### src/hdl/tsta_pkg.sv
// Shared widths, codes and controller/datapath interface types of the segment time allocator.
package tsta_pkg;

  localparam int POS_W   = 32;               // waypoint coordinate, signed Q16.16
  localparam int DIF_W   = 32;               // magnitude of a coordinate difference
  localparam int ROOT_W  = 33;               // root of a 66-bit radicand
  localparam int SQ_W    = 2 * ROOT_W;       // sum of three squares
  localparam int REM_W   = ROOT_W + 1;       // root remainder
  localparam int PROD_W  = ROOT_W + DIF_W;   // shared multiplier product
  localparam int CFG_W   = 16;               // Q8.8 limit registers
  localparam int SA_W    = ROOT_W + CFG_W;   // s * a
  localparam int VV_W    = 2 * CFG_W;        // v * v
  localparam int VA_W    = 2 * CFG_W;        // v * a
  localparam int DVD_W   = 58;               // divider dividend and quotient
  localparam int DVS_W   = 32;               // divider divisor
  localparam int DUR_W   = 32;               // duration, unsigned Q16.16
  localparam int IDX_W   = 2;                // configuration register index

  localparam logic [IDX_W-1:0] CFG_MAX_VELOCITY     = 2'd0;
  localparam logic [IDX_W-1:0] CFG_MAX_ACCELERATION = 2'd1;
  localparam logic [CFG_W-1:0] CFG_RESET_VALUE      = 16'd256;

  localparam int MUL_SEL_W = 3;
  localparam logic [MUL_SEL_W-1:0] MUL_XX = 3'd0;
  localparam logic [MUL_SEL_W-1:0] MUL_YY = 3'd1;
  localparam logic [MUL_SEL_W-1:0] MUL_ZZ = 3'd2;
  localparam logic [MUL_SEL_W-1:0] MUL_SA = 3'd3;
  localparam logic [MUL_SEL_W-1:0] MUL_VV = 3'd4;
  localparam logic [MUL_SEL_W-1:0] MUL_VA = 3'd5;

  localparam logic SQRT_SRC_ACC = 1'b0;
  localparam logic SQRT_SRC_QUO = 1'b1;

  typedef struct packed {
    logic                 capture;
    logic [MUL_SEL_W-1:0] mul_sel;
    logic                 acc_add;
    logic                 sqrt_start;
    logic                 sqrt_src;
    logic                 s_load;
    logic                 sa_load;
    logic                 vv_load;
    logic                 va_load;
    logic                 div_start;
    logic                 out_load;
  } cmd_t;

  typedef struct packed {
    logic first_pt;
    logic short_seg;
    logic sqrt_busy;
    logic div_busy;
    logic out_free;
  } status_t;

endpackage

### src/hdl/trapezoid_segment_time_allocator_unit.sv
// Top level of the trapezoidal segment time allocator: controller, datapath and checks.
//
//  channel  direction  handshake              payload
//  in       in         in_valid / in_ready    in_pos_x, in_pos_y, in_pos_z, in_start_point
//  out      out        out_valid / out_ready  out_duration, out_short_segment, out_saturated
//  cfg      in         cfg_valid / cfg_ready  cfg_index, cfg_data
//
// One waypoint at a time. A start point or the first point only refreshes the stored point.
// For any other waypoint the 33-step root unit runs once for the length (and again for a
// short segment's time) and the 58-step divider once.
// Reset (synchronous, rst_n low) clears the stored point and sets both limits to 1.0.
// A result waits in the output register while the next waypoint is accepted; the
// controller stalls before its own output load only while that register is still full.
module trapezoid_segment_time_allocator_unit (
  input  logic                          clk,
  input  logic                          rst_n,
  input  logic                          in_valid,
  output logic                          in_ready,
  input  logic [tsta_pkg::POS_W-1:0]    in_pos_x,
  input  logic [tsta_pkg::POS_W-1:0]    in_pos_y,
  input  logic [tsta_pkg::POS_W-1:0]    in_pos_z,
  input  logic                          in_start_point,
  output logic                          out_valid,
  input  logic                          out_ready,
  output logic [tsta_pkg::DUR_W-1:0]    out_duration,
  output logic                          out_short_segment,
  output logic                          out_saturated,
  input  logic                          cfg_valid,
  output logic                          cfg_ready,
  input  logic [tsta_pkg::IDX_W-1:0]    cfg_index,
  input  logic [tsta_pkg::CFG_W-1:0]    cfg_data
);

  tsta_pkg::cmd_t    cmd;
  tsta_pkg::status_t status;

  assign cfg_ready = 1'b1;

  tsta_ctrl u_ctrl (
    .clk      (clk),
    .rst_n    (rst_n),
    .in_valid (in_valid),
    .in_ready (in_ready),
    .status   (status),
    .cmd      (cmd)
  );

  tsta_dp u_dp (
    .clk               (clk),
    .rst_n             (rst_n),
    .in_pos_x          (in_pos_x),
    .in_pos_y          (in_pos_y),
    .in_pos_z          (in_pos_z),
    .in_start_point    (in_start_point),
    .cfg_we            (cfg_valid),
    .cfg_index         (cfg_index),
    .cfg_data          (cfg_data),
    .cmd               (cmd),
    .status            (status),
    .out_ready         (out_ready),
    .out_valid         (out_valid),
    .out_duration      (out_duration),
    .out_short_segment (out_short_segment),
    .out_saturated     (out_saturated)
  );

  a_load_into_free: assert property (@(posedge clk) disable iff (!rst_n)
    cmd.out_load |-> status.out_free)
    else $error("output register loaded while a beat is still pending");

  a_unit_idle_on_start: assert property (@(posedge clk) disable iff (!rst_n)
    (cmd.sqrt_start || cmd.div_start) |-> (!status.sqrt_busy && !status.div_busy))
    else $error("iterative unit started while one is busy");

  a_sat_value: assert property (@(posedge clk) disable iff (!rst_n)
    (out_valid && out_saturated) |-> (out_duration == {tsta_pkg::DUR_W{1'b1}}))
    else $error("saturated beat without maximum duration");

  a_short_no_sat: assert property (@(posedge clk) disable iff (!rst_n)
    (out_valid && out_short_segment) |-> !out_saturated)
    else $error("short segment reported as saturated");

  a_busy_after_segment: assert property (@(posedge clk) disable iff (!rst_n)
    (in_valid && in_ready && !status.first_pt) |=> !in_ready)
    else $error("segment beat accepted but input still ready");

endmodule

### src/hdl/tsta_sqrt.sv
// Iterative integer square root, one radicand bit pair per cycle.
module tsta_sqrt (
  input  logic                          clk,
  input  logic                          rst_n,
  input  logic                          start,
  input  logic [tsta_pkg::SQ_W-1:0]     radicand,
  output logic                          busy,
  output logic [tsta_pkg::ROOT_W-1:0]   root
);

  localparam int STEPS = tsta_pkg::SQ_W / 2;
  localparam int CNT_W = $clog2(STEPS + 1);

  logic [tsta_pkg::SQ_W-1:0]   rad_r, rad_nxt;
  logic [tsta_pkg::REM_W-1:0]  rem_r, rem_nxt;
  logic [tsta_pkg::ROOT_W-1:0] root_r, root_nxt;
  logic [CNT_W-1:0]            cnt_r, cnt_nxt;
  logic                        busy_r, busy_nxt;
  logic [tsta_pkg::REM_W+1:0]  rem_s, trial, diff;

  always_comb begin
    rem_s    = {rem_r, rad_r[tsta_pkg::SQ_W-1 -: 2]};
    trial    = {1'b0, root_r, 2'b01};
    diff     = rem_s - trial;
    rad_nxt  = rad_r;
    rem_nxt  = rem_r;
    root_nxt = root_r;
    cnt_nxt  = cnt_r;
    busy_nxt = busy_r;
    if (start) begin
      rad_nxt  = radicand;
      rem_nxt  = '0;
      root_nxt = '0;
      cnt_nxt  = CNT_W'(STEPS);
      busy_nxt = 1'b1;
    end else if (busy_r) begin
      rad_nxt = rad_r << 2;
      if (rem_s >= trial) begin
        rem_nxt  = diff[tsta_pkg::REM_W-1:0];
        root_nxt = {root_r[tsta_pkg::ROOT_W-2:0], 1'b1};
      end else begin
        rem_nxt  = rem_s[tsta_pkg::REM_W-1:0];
        root_nxt = {root_r[tsta_pkg::ROOT_W-2:0], 1'b0};
      end
      cnt_nxt  = cnt_r - 1'b1;
      busy_nxt = (cnt_r != CNT_W'(1));
    end
  end

  always_ff @(posedge clk) begin
    if (!rst_n) begin
      busy_r <= 1'b0;
      cnt_r  <= '0;
    end else begin
      busy_r <= busy_nxt;
      cnt_r  <= cnt_nxt;
    end
  end

  always_ff @(posedge clk) begin
    rad_r  <= rad_nxt;
    rem_r  <= rem_nxt;
    root_r <= root_nxt;
  end

  assign busy = busy_r;
  assign root = root_r;

endmodule

### src/hdl/tsta_div.sv
// Restoring divider, one quotient bit per cycle.
module tsta_div (
  input  logic                         clk,
  input  logic                         rst_n,
  input  logic                         start,
  input  logic [tsta_pkg::DVD_W-1:0]   dividend,
  input  logic [tsta_pkg::DVS_W-1:0]   divisor,
  output logic                         busy,
  output logic [tsta_pkg::DVD_W-1:0]   quotient
);

  localparam int STEPS = tsta_pkg::DVD_W;
  localparam int CNT_W = $clog2(STEPS + 1);

  logic [tsta_pkg::DVD_W-1:0] dvd_r, dvd_nxt;
  logic [tsta_pkg::DVS_W-1:0] dvs_r, dvs_nxt;
  logic [tsta_pkg::DVS_W-1:0] rem_r, rem_nxt;
  logic [CNT_W-1:0]           cnt_r, cnt_nxt;
  logic                       busy_r, busy_nxt;
  logic [tsta_pkg::DVS_W:0]   rem_s, dvs_ext, diff;

  always_comb begin
    rem_s    = {rem_r, dvd_r[tsta_pkg::DVD_W-1]};
    dvs_ext  = {1'b0, dvs_r};
    diff     = rem_s - dvs_ext;
    dvd_nxt  = dvd_r;
    dvs_nxt  = dvs_r;
    rem_nxt  = rem_r;
    cnt_nxt  = cnt_r;
    busy_nxt = busy_r;
    if (start) begin
      dvd_nxt  = dividend;
      dvs_nxt  = divisor;
      rem_nxt  = '0;
      cnt_nxt  = CNT_W'(STEPS);
      busy_nxt = 1'b1;
    end else if (busy_r) begin
      // shift the quotient bit in where the dividend bit left
      if (rem_s >= dvs_ext) begin
        rem_nxt = diff[tsta_pkg::DVS_W-1:0];
        dvd_nxt = {dvd_r[tsta_pkg::DVD_W-2:0], 1'b1};
      end else begin
        rem_nxt = rem_s[tsta_pkg::DVS_W-1:0];
        dvd_nxt = {dvd_r[tsta_pkg::DVD_W-2:0], 1'b0};
      end
      cnt_nxt  = cnt_r - 1'b1;
      busy_nxt = (cnt_r != CNT_W'(1));
    end
  end

  always_ff @(posedge clk) begin
    if (!rst_n) begin
      busy_r <= 1'b0;
      cnt_r  <= '0;
    end else begin
      busy_r <= busy_nxt;
      cnt_r  <= cnt_nxt;
    end
  end

  always_ff @(posedge clk) begin
    dvd_r <= dvd_nxt;
    dvs_r <= dvs_nxt;
    rem_r <= rem_nxt;
  end

  assign busy     = busy_r;
  assign quotient = dvd_r;

endmodule

### src/hdl/tsta_dp.sv
// Datapath: point store, shared multiplier, root and divide units, limit registers, output register.
module tsta_dp (
  input  logic                          clk,
  input  logic                          rst_n,
  input  logic [tsta_pkg::POS_W-1:0]    in_pos_x,
  input  logic [tsta_pkg::POS_W-1:0]    in_pos_y,
  input  logic [tsta_pkg::POS_W-1:0]    in_pos_z,
  input  logic                          in_start_point,
  input  logic                          cfg_we,
  input  logic [tsta_pkg::IDX_W-1:0]    cfg_index,
  input  logic [tsta_pkg::CFG_W-1:0]    cfg_data,
  input  tsta_pkg::cmd_t                cmd,
  output tsta_pkg::status_t             status,
  input  logic                          out_ready,
  output logic                          out_valid,
  output logic [tsta_pkg::DUR_W-1:0]    out_duration,
  output logic                          out_short_segment,
  output logic                          out_saturated
);

  function automatic logic [tsta_pkg::DIF_W-1:0] abs_diff(
    input logic [tsta_pkg::POS_W-1:0] cur,
    input logic [tsta_pkg::POS_W-1:0] prev
  );
    logic [tsta_pkg::POS_W:0] d;
    logic [tsta_pkg::POS_W:0] m;
    d = {cur[tsta_pkg::POS_W-1], cur} - {prev[tsta_pkg::POS_W-1], prev};
    m = d[tsta_pkg::POS_W] ? ((tsta_pkg::POS_W+1)'(0) - d) : d;
    return m[tsta_pkg::DIF_W-1:0];
  endfunction

  logic [tsta_pkg::CFG_W-1:0]  vel_r, acl_r;
  logic [tsta_pkg::CFG_W-1:0]  v_eff, a_eff;
  logic [tsta_pkg::POS_W-1:0]  prev_x_r, prev_y_r, prev_z_r;
  logic                        have_prev_r;
  logic [tsta_pkg::DIF_W-1:0]  ax_r, ay_r, az_r;
  logic [tsta_pkg::SQ_W-1:0]   acc_r;
  logic [tsta_pkg::ROOT_W-1:0] mul_a;
  logic [tsta_pkg::DIF_W-1:0]  mul_b;
  logic [tsta_pkg::PROD_W-1:0] prod_nxt, prod_r;
  logic [tsta_pkg::ROOT_W-1:0] s_r;
  logic [tsta_pkg::SA_W-1:0]   sa_r;
  logic [tsta_pkg::VV_W-1:0]   vv_r;
  logic [tsta_pkg::VA_W-1:0]   va_r;
  logic                        short_r;
  logic [tsta_pkg::SQ_W-1:0]   radicand;
  logic                        sqrt_busy;
  logic [tsta_pkg::ROOT_W-1:0] root;
  logic [tsta_pkg::DVD_W-1:0]  dividend;
  logic [tsta_pkg::DVS_W-1:0]  divisor;
  logic                        div_busy;
  logic [tsta_pkg::DVD_W-1:0]  quotient;
  logic [tsta_pkg::DVD_W-1:0]  t_full;
  logic                        t_sat;
  logic                        out_valid_r;
  logic [tsta_pkg::DUR_W-1:0]  dur_r;
  logic                        short_out_r, sat_out_r;

  // a zero limit counts as one LSB (1/256 in Q8.8)
  assign v_eff = (vel_r == '0) ? tsta_pkg::CFG_W'(1) : vel_r;
  assign a_eff = (acl_r == '0) ? tsta_pkg::CFG_W'(1) : acl_r;

  always_ff @(posedge clk) begin
    if (!rst_n) begin
      vel_r <= tsta_pkg::CFG_RESET_VALUE;
      acl_r <= tsta_pkg::CFG_RESET_VALUE;
    end else if (cfg_we) begin
      if (cfg_index == tsta_pkg::CFG_MAX_VELOCITY) begin
        vel_r <= cfg_data;
      end else if (cfg_index == tsta_pkg::CFG_MAX_ACCELERATION) begin
        acl_r <= cfg_data;
      end
    end
  end

  // previous point is taken over at acceptance; the differences already hold the segment
  always_ff @(posedge clk) begin
    if (!rst_n) begin
      prev_x_r    <= '0;
      prev_y_r    <= '0;
      prev_z_r    <= '0;
      have_prev_r <= 1'b0;
    end else if (cmd.capture) begin
      prev_x_r    <= in_pos_x;
      prev_y_r    <= in_pos_y;
      prev_z_r    <= in_pos_z;
      have_prev_r <= 1'b1;
    end
  end

  always_comb begin
    unique case (cmd.mul_sel)
      tsta_pkg::MUL_XX: begin
        mul_a = tsta_pkg::ROOT_W'(ax_r);
        mul_b = ax_r;
      end
      tsta_pkg::MUL_YY: begin
        mul_a = tsta_pkg::ROOT_W'(ay_r);
        mul_b = ay_r;
      end
      tsta_pkg::MUL_ZZ: begin
        mul_a = tsta_pkg::ROOT_W'(az_r);
        mul_b = az_r;
      end
      tsta_pkg::MUL_SA: begin
        mul_a = s_r;
        mul_b = tsta_pkg::DIF_W'(a_eff);
      end
      tsta_pkg::MUL_VV: begin
        mul_a = tsta_pkg::ROOT_W'(v_eff);
        mul_b = tsta_pkg::DIF_W'(v_eff);
      end
      tsta_pkg::MUL_VA: begin
        mul_a = tsta_pkg::ROOT_W'(v_eff);
        mul_b = tsta_pkg::DIF_W'(a_eff);
      end
      default: begin
        mul_a = '0;
        mul_b = '0;
      end
    endcase
  end

  assign prod_nxt = mul_a * mul_b;

  always_ff @(posedge clk) begin
    prod_r <= prod_nxt;
    if (cmd.capture) begin
      ax_r  <= abs_diff(in_pos_x, prev_x_r);
      ay_r  <= abs_diff(in_pos_y, prev_y_r);
      az_r  <= abs_diff(in_pos_z, prev_z_r);
      acc_r <= '0;
    end else if (cmd.acc_add) begin
      acc_r <= acc_r + {{(tsta_pkg::SQ_W-tsta_pkg::PROD_W){1'b0}}, prod_r};
    end
    if (cmd.s_load) begin
      s_r <= root;
    end
    if (cmd.sa_load) begin
      sa_r <= prod_r[tsta_pkg::SA_W-1:0];
    end
    if (cmd.vv_load) begin
      vv_r <= prod_r[tsta_pkg::VV_W-1:0];
    end
    if (cmd.va_load) begin
      va_r    <= prod_r[tsta_pkg::VA_W-1:0];
      short_r <= (sa_r <= tsta_pkg::SA_W'({vv_r, 8'b0}));
    end
  end

  assign radicand = (cmd.sqrt_src == tsta_pkg::SQRT_SRC_QUO) ?
                    tsta_pkg::SQ_W'({quotient, 2'b00}) : acc_r;

  always_comb begin
    if (short_r) begin
      dividend = tsta_pkg::DVD_W'({s_r, 24'b0});
      divisor  = tsta_pkg::DVS_W'(a_eff);
    end else begin
      dividend = tsta_pkg::DVD_W'({sa_r, 8'b0}) + tsta_pkg::DVD_W'({vv_r, 16'b0});
      divisor  = tsta_pkg::DVS_W'(va_r);
    end
  end

  tsta_sqrt u_sqrt (
    .clk      (clk),
    .rst_n    (rst_n),
    .start    (cmd.sqrt_start),
    .radicand (radicand),
    .busy     (sqrt_busy),
    .root     (root)
  );

  tsta_div u_div (
    .clk      (clk),
    .rst_n    (rst_n),
    .start    (cmd.div_start),
    .dividend (dividend),
    .divisor  (divisor),
    .busy     (div_busy),
    .quotient (quotient)
  );

  assign t_full = short_r ? tsta_pkg::DVD_W'(root) : quotient;
  assign t_sat  = |t_full[tsta_pkg::DVD_W-1:tsta_pkg::DUR_W];

  always_ff @(posedge clk) begin
    if (!rst_n) begin
      out_valid_r <= 1'b0;
    end else if (cmd.out_load) begin
      out_valid_r <= 1'b1;
    end else if (out_ready) begin
      out_valid_r <= 1'b0;
    end
  end

  always_ff @(posedge clk) begin
    if (cmd.out_load) begin
      dur_r       <= t_sat ? '1 : t_full[tsta_pkg::DUR_W-1:0];
      short_out_r <= short_r;
      sat_out_r   <= t_sat;
    end
  end

  assign status.first_pt  = !have_prev_r || in_start_point;
  assign status.short_seg = short_r;
  assign status.sqrt_busy = sqrt_busy;
  assign status.div_busy  = div_busy;
  assign status.out_free  = !out_valid_r || out_ready;

  assign out_valid         = out_valid_r;
  assign out_duration      = dur_r;
  assign out_short_segment = short_out_r;
  assign out_saturated     = sat_out_r;

endmodule

### src/hdl/tsta_ctrl.sv
// Controller: sequences the squares, root, limit products, divide and output load.
module tsta_ctrl (
  input  logic                clk,
  input  logic                rst_n,
  input  logic                in_valid,
  output logic                in_ready,
  input  tsta_pkg::status_t   status,
  output tsta_pkg::cmd_t      cmd
);

  localparam logic [3:0] S_IDLE      = 4'd0;
  localparam logic [3:0] S_SQ_X      = 4'd1;
  localparam logic [3:0] S_SQ_Y      = 4'd2;
  localparam logic [3:0] S_SQ_Z      = 4'd3;
  localparam logic [3:0] S_ACC       = 4'd4;
  localparam logic [3:0] S_ROOT_GO   = 4'd5;
  localparam logic [3:0] S_ROOT_WAIT = 4'd6;
  localparam logic [3:0] S_MUL_SA    = 4'd7;
  localparam logic [3:0] S_MUL_VV    = 4'd8;
  localparam logic [3:0] S_MUL_VA    = 4'd9;
  localparam logic [3:0] S_CMP       = 4'd10;
  localparam logic [3:0] S_DIV_GO    = 4'd11;
  localparam logic [3:0] S_DIV_WAIT  = 4'd12;
  localparam logic [3:0] S_TIME_GO   = 4'd13;
  localparam logic [3:0] S_TIME_WAIT = 4'd14;
  localparam logic [3:0] S_FIN       = 4'd15;

  logic [3:0] state_r, state_nxt;

  always_comb begin
    cmd       = '0;
    state_nxt = state_r;
    in_ready  = 1'b0;
    unique case (state_r)
      S_IDLE: begin
        in_ready = 1'b1;
        if (in_valid) begin
          cmd.capture = 1'b1;
          // a path start only refreshes the stored point
          if (!status.first_pt) begin
            state_nxt = S_SQ_X;
          end
        end
      end
      S_SQ_X: begin
        cmd.mul_sel = tsta_pkg::MUL_XX;
        state_nxt   = S_SQ_Y;
      end
      S_SQ_Y: begin
        cmd.mul_sel = tsta_pkg::MUL_YY;
        cmd.acc_add = 1'b1;
        state_nxt   = S_SQ_Z;
      end
      S_SQ_Z: begin
        cmd.mul_sel = tsta_pkg::MUL_ZZ;
        cmd.acc_add = 1'b1;
        state_nxt   = S_ACC;
      end
      S_ACC: begin
        cmd.acc_add = 1'b1;
        state_nxt   = S_ROOT_GO;
      end
      S_ROOT_GO: begin
        cmd.sqrt_start = 1'b1;
        cmd.sqrt_src   = tsta_pkg::SQRT_SRC_ACC;
        state_nxt      = S_ROOT_WAIT;
      end
      S_ROOT_WAIT: begin
        if (!status.sqrt_busy) begin
          cmd.s_load = 1'b1;
          state_nxt  = S_MUL_SA;
        end
      end
      S_MUL_SA: begin
        cmd.mul_sel = tsta_pkg::MUL_SA;
        state_nxt   = S_MUL_VV;
      end
      S_MUL_VV: begin
        cmd.mul_sel = tsta_pkg::MUL_VV;
        cmd.sa_load = 1'b1;
        state_nxt   = S_MUL_VA;
      end
      S_MUL_VA: begin
        cmd.mul_sel = tsta_pkg::MUL_VA;
        cmd.vv_load = 1'b1;
        state_nxt   = S_CMP;
      end
      S_CMP: begin
        cmd.va_load = 1'b1;
        state_nxt   = S_DIV_GO;
      end
      S_DIV_GO: begin
        cmd.div_start = 1'b1;
        state_nxt     = S_DIV_WAIT;
      end
      S_DIV_WAIT: begin
        if (!status.div_busy) begin
          state_nxt = status.short_seg ? S_TIME_GO : S_FIN;
        end
      end
      S_TIME_GO: begin
        cmd.sqrt_start = 1'b1;
        cmd.sqrt_src   = tsta_pkg::SQRT_SRC_QUO;
        state_nxt      = S_TIME_WAIT;
      end
      S_TIME_WAIT: begin
        if (!status.sqrt_busy) begin
          state_nxt = S_FIN;
        end
      end
      S_FIN: begin
        // hold until the output register is free
        if (status.out_free) begin
          cmd.out_load = 1'b1;
          state_nxt    = S_IDLE;
        end
      end
      default: begin
        state_nxt = S_IDLE;
      end
    endcase
  end

  always_ff @(posedge clk) begin
    if (!rst_n) begin
      state_r <= S_IDLE;
    end else begin
      state_r <= state_nxt;
    end
  end

endmodule
### config.mk
export PLATFORM = sky130hd
export DESIGN_NAME = trapezoid_segment_time_allocator_unit
export DESIGN_NICKNAME = d
export VERILOG_FILES = /design/src/hdl/tsta_pkg.sv /design/src/hdl/trapezoid_segment_time_allocator_unit.sv /design/src/hdl/tsta_sqrt.sv /design/src/hdl/tsta_div.sv /design/src/hdl/tsta_dp.sv /design/src/hdl/tsta_ctrl.sv
export SDC_FILE = /design/constraint.sdc
export NUM_CORES = 2
export LEC_CHECK = 0
export ABC_CLOCK_PERIOD_IN_PS = 13900
export BUFFER_PORTS_ARGS = -buffer_cell sky130_fd_sc_hd__buf_2
export CAP_MARGIN = 20
export CORE_MARGIN = 4
export CORE_UTILIZATION = 66
export CTS_CLUSTER_DIAMETER = 150
export DETAILED_ROUTE_END_ITERATION = 8
export PLACE_DENSITY = 0.88
export SETUP_SLACK_MARGIN = 0.15
export SYNTH_ARGS = -nofsm -noshare
export SYNTH_HDL_FRONTEND = slang
export SYNTH_SLANG_ARGS = --single-unit
### constraint.sdc
create_clock -name clk -period 13.9 [get_ports clk]
set_input_delay 0.695 -clock clk [delete_from_list [all_inputs] [get_ports clk]]
set_output_delay 0.695 -clock clk [all_outputs]
set_load 0.05 [all_outputs]
==> results.yml <==
global_routing:
  grt_pass1_wl_mm: 384
  antenna_found_initial: 7
  grt_overflow: 0
  grt_max_degree: 120
  first_global_vias: 67500
  grt_usage: 0.394
timing:
  period_minus_slack_ns: 11.89
  fin_worst_skew_ns: 0.0454
  maxSlewViolCount: 0
  whs_ns: 0.230
  fin_crit_sh: 0.856
  fmax_ghz: 0.0841
  setup_slack_ns: 2.01
  tightest_slew_ns: 1.17
  hold_viol_final: 0
  rsz0062_at_grt: "false"
  setup_viol: 0
  setup_tns_ns: 0
  slew_headroom: 0.209
worst_hold_path:
  holdCritPathClass: "in2reg"
  min_from: "in_pos_x[22]"
cts:
  clk_pin_slew_worst_paths_ns: 0.06
  clockRootBuffer: "clkbuf_16"
  cts.sinks: 811
  htreeDepth: 3
  cts_buffer_depth: 3
  cts_hold_buf: 0
  clock_latency_ns: 0.71
  cts-buffers-inserted: 86
  cts_setup_buffers: 0
  cts_resized: 0
  cts_tree: "yes"
final_layout:
  drive_above_1_share: 0.0584
  final_cell_mix: "inv_1 (1,317), nand2_1 (1,300), fa_1 (932), nor2_1 (854)"
  syn_to_final_growth_pct: 6.72
  fin_util: 0.713
  fillers: 9066
  fin_nets: 10600
  final_common_cell: "inv_1"
yosys:
  async_reset_ff_frac: 0
  ys_seq_area_frac: 0.256
  synthTopCellsByArea: "fa_1 (23%), edfxtp_1 (16%), dfxtp_1 (9.4%)"
  yosys.area.top_type_share: 0.232
  synthesis.area_um2: 80500
  ys_ff_latch: 811
  synth-edff-count: 433
  ys_warn_count: 0
  synthCells: 9085
  syn_avg_cell_area_um2: 8.86
  ys.flop_type: "edfxtp_1"
  yosysTopAreaCell: "fa_1"
  ys_types: 90
routing:
  wl_per_cell_um: 23.5
  vias_per_cell: 6.31
  antenna_left: 0
  drt-initial-drc-count: 7460
  wl_met2_mm: 112
  drt_wl_total_mm: 251
  vias: 67600
  firstDrtPassIters: 9
  drc: 0
  met3WireLength_mm: 29.1
  dr.max_layer_used: "met5"
  wl_met1_mm: 90.6
place:
  dp_slack_ns: 2.15
  portBuffers: 155
  routabilityCongestion: 1.04
  place.detailed.hpwl_mm: 194
worst_setup_path:
  cp_slowest_stage_delay_ns: 0.65
  worstSetupPathType: "reg2reg"
  crit_top_cell: "fa_1"
  crit_path_start_kind: "flop"
  r2r_start: "u_ctrl.state_r[1]$_SDFFE_PN0P_"
  worst-path-buf-inv: 9
  arrival_ns: 12.49
  critPathMaxFanout: 31
  crit_slowest_cell: "dfxtp_1"
  crit_family: "adder cells"
  cp-end-kind: "flop"
  cp.required_ns: 14.50
  startpoint: "u_ctrl.state_r[1]$_SDFFE_PN0P_"
floorplanning:
  die-width_um: 357
  die_h_um: 357
  fp-row-count: 127
  fp.dieArea_um2: 128000
  start_util: 0.668
  io_pins: 157
  coreArea_um2: 120000
flow_run:
  maxCapViolations: 0
run_status:
  outcome: "finished, final reports clean"
[layout make-up]
cell class / instances / area [um^2] / share of cell area
diodes: 1 / 2.50 / 0.0000291
clock buffers: 109 / 2290 / 0.0266
repair buffers: 270 / 1730 / 0.0201
well taps: 1612 / 2020 / 0.0235
inverters: 1332 / 5010 / 0.0583
clock inverters: 53 / 559 / 0.00651
flip-flops and latches: 811 / 20600 / 0.240
multi-input cells: 6532 / 53700 / 0.625
[registers in the layout, summed over array words and instances (netlist names), 32 cells and up]
register,flops
u_dp.u_div.quotient,58
u_dp.prev_y_r,32
u_dp.out_duration,32
u_dp.va_r,32
u_dp.az_r,32
u_dp.u_sqrt.root,33
u_dp.ax_r,32
u_dp.prod_r,65
u_dp.u_div.dvs_r,32
u_dp.acc_r,66
u_dp.ay_r,32
u_dp.u_div.rem_r,32
u_dp.sa_r,49
u_dp.vv_r,32
u_dp.prev_z_r,32
u_dp.u_sqrt.rad_r,66
u_dp.prev_x_r,32
u_dp.u_sqrt.rem_r,34
u_dp.s_r,33
[synthesized netlist by cell type, types with 40 or more instances]
library cell	count
a211oi_1	65
a21o_1	172
a21oi_1	564
a221o_1	70
a221oi_1	40
a31oi_1	68
and3_1	58
clkbuf_1	403
dfxtp_1	378
edfxtp_1	433
fa_1	932
ha_1	563
inv_1	1319
mux2i_1	127
nand2_1	1301
nand2b_1	40
nand3_1	112
nand4_1	67
nor2_1	858
nor2b_1	64
nor3_1	111
o21a_1	58
o21ai_0	338
o21bai_1	57
xnor2_1	227
xor2_1	117
[worst reg2reg max path: cells and delay by family, from the launching register on]
kind / cells / cell delay (ns)
adder cells (fa/ha/maj): 9 / 4.49
buffers and inverters: 9 / 1.99
flip-flops: 1 / 0.65
AND/OR/NAND/NOR: 7 / 2.22
AO/OA/AOI/OAI: 7 / 2.26
XOR/XNOR: 1 / 0.20
[layer usage]
metal	GRT usage	up-vias
met1	0.495	32900
met2	0.614	3913
met5	0	-
li1	-	29900
met4	0.250	4
met3	0.0966	973
[metrics by stage]
step	cells	cell area, um^2
3_3_place_gp	10500	82900
5_1_grt	10700	85900
3_5_place_dp	10500	82900
2_1_floorplan	9100	80600
6_report	10700	85900
4_1_cts	10700	85800
[kinds of logic (layout without fill, tap and decap cells)]
kind of cell / Yosys count / count (layout) / share of synthesized area
simple gates: 2818 / 2818 / 0.151
other cells: 2 / 18 / 0.0000933
fa+ha+maj: 1495 / 1495 / 0.319
xor+xnor: 344 / 344 / 0.0374
buf+inv: 1757 / 1764 / 0.0821
flops: 811 / 811 / 0.256
compound gates: 1712 / 1712 / 0.136
mux: 146 / 146 / 0.0184
[final timing paths]
path                                         end  slack [ns]  depth (start not counted)
hold reg to reg   u_dp.prev_x_r[21]$_SDFFE_PN0P_        0.45                          2
setup reg to reg         u_dp.prod_r[58]$_DFF_P_        2.01                         33
hold / removal    u_dp.prev_x_r[22]$_SDFFE_PN0P_        0.23                          3
setup / recovery         u_dp.prod_r[58]$_DFF_P_        2.01                         33
Power is not shown: default switching activity piles up to over one toggle a cycle in this logic, so the estimate is an artifact.
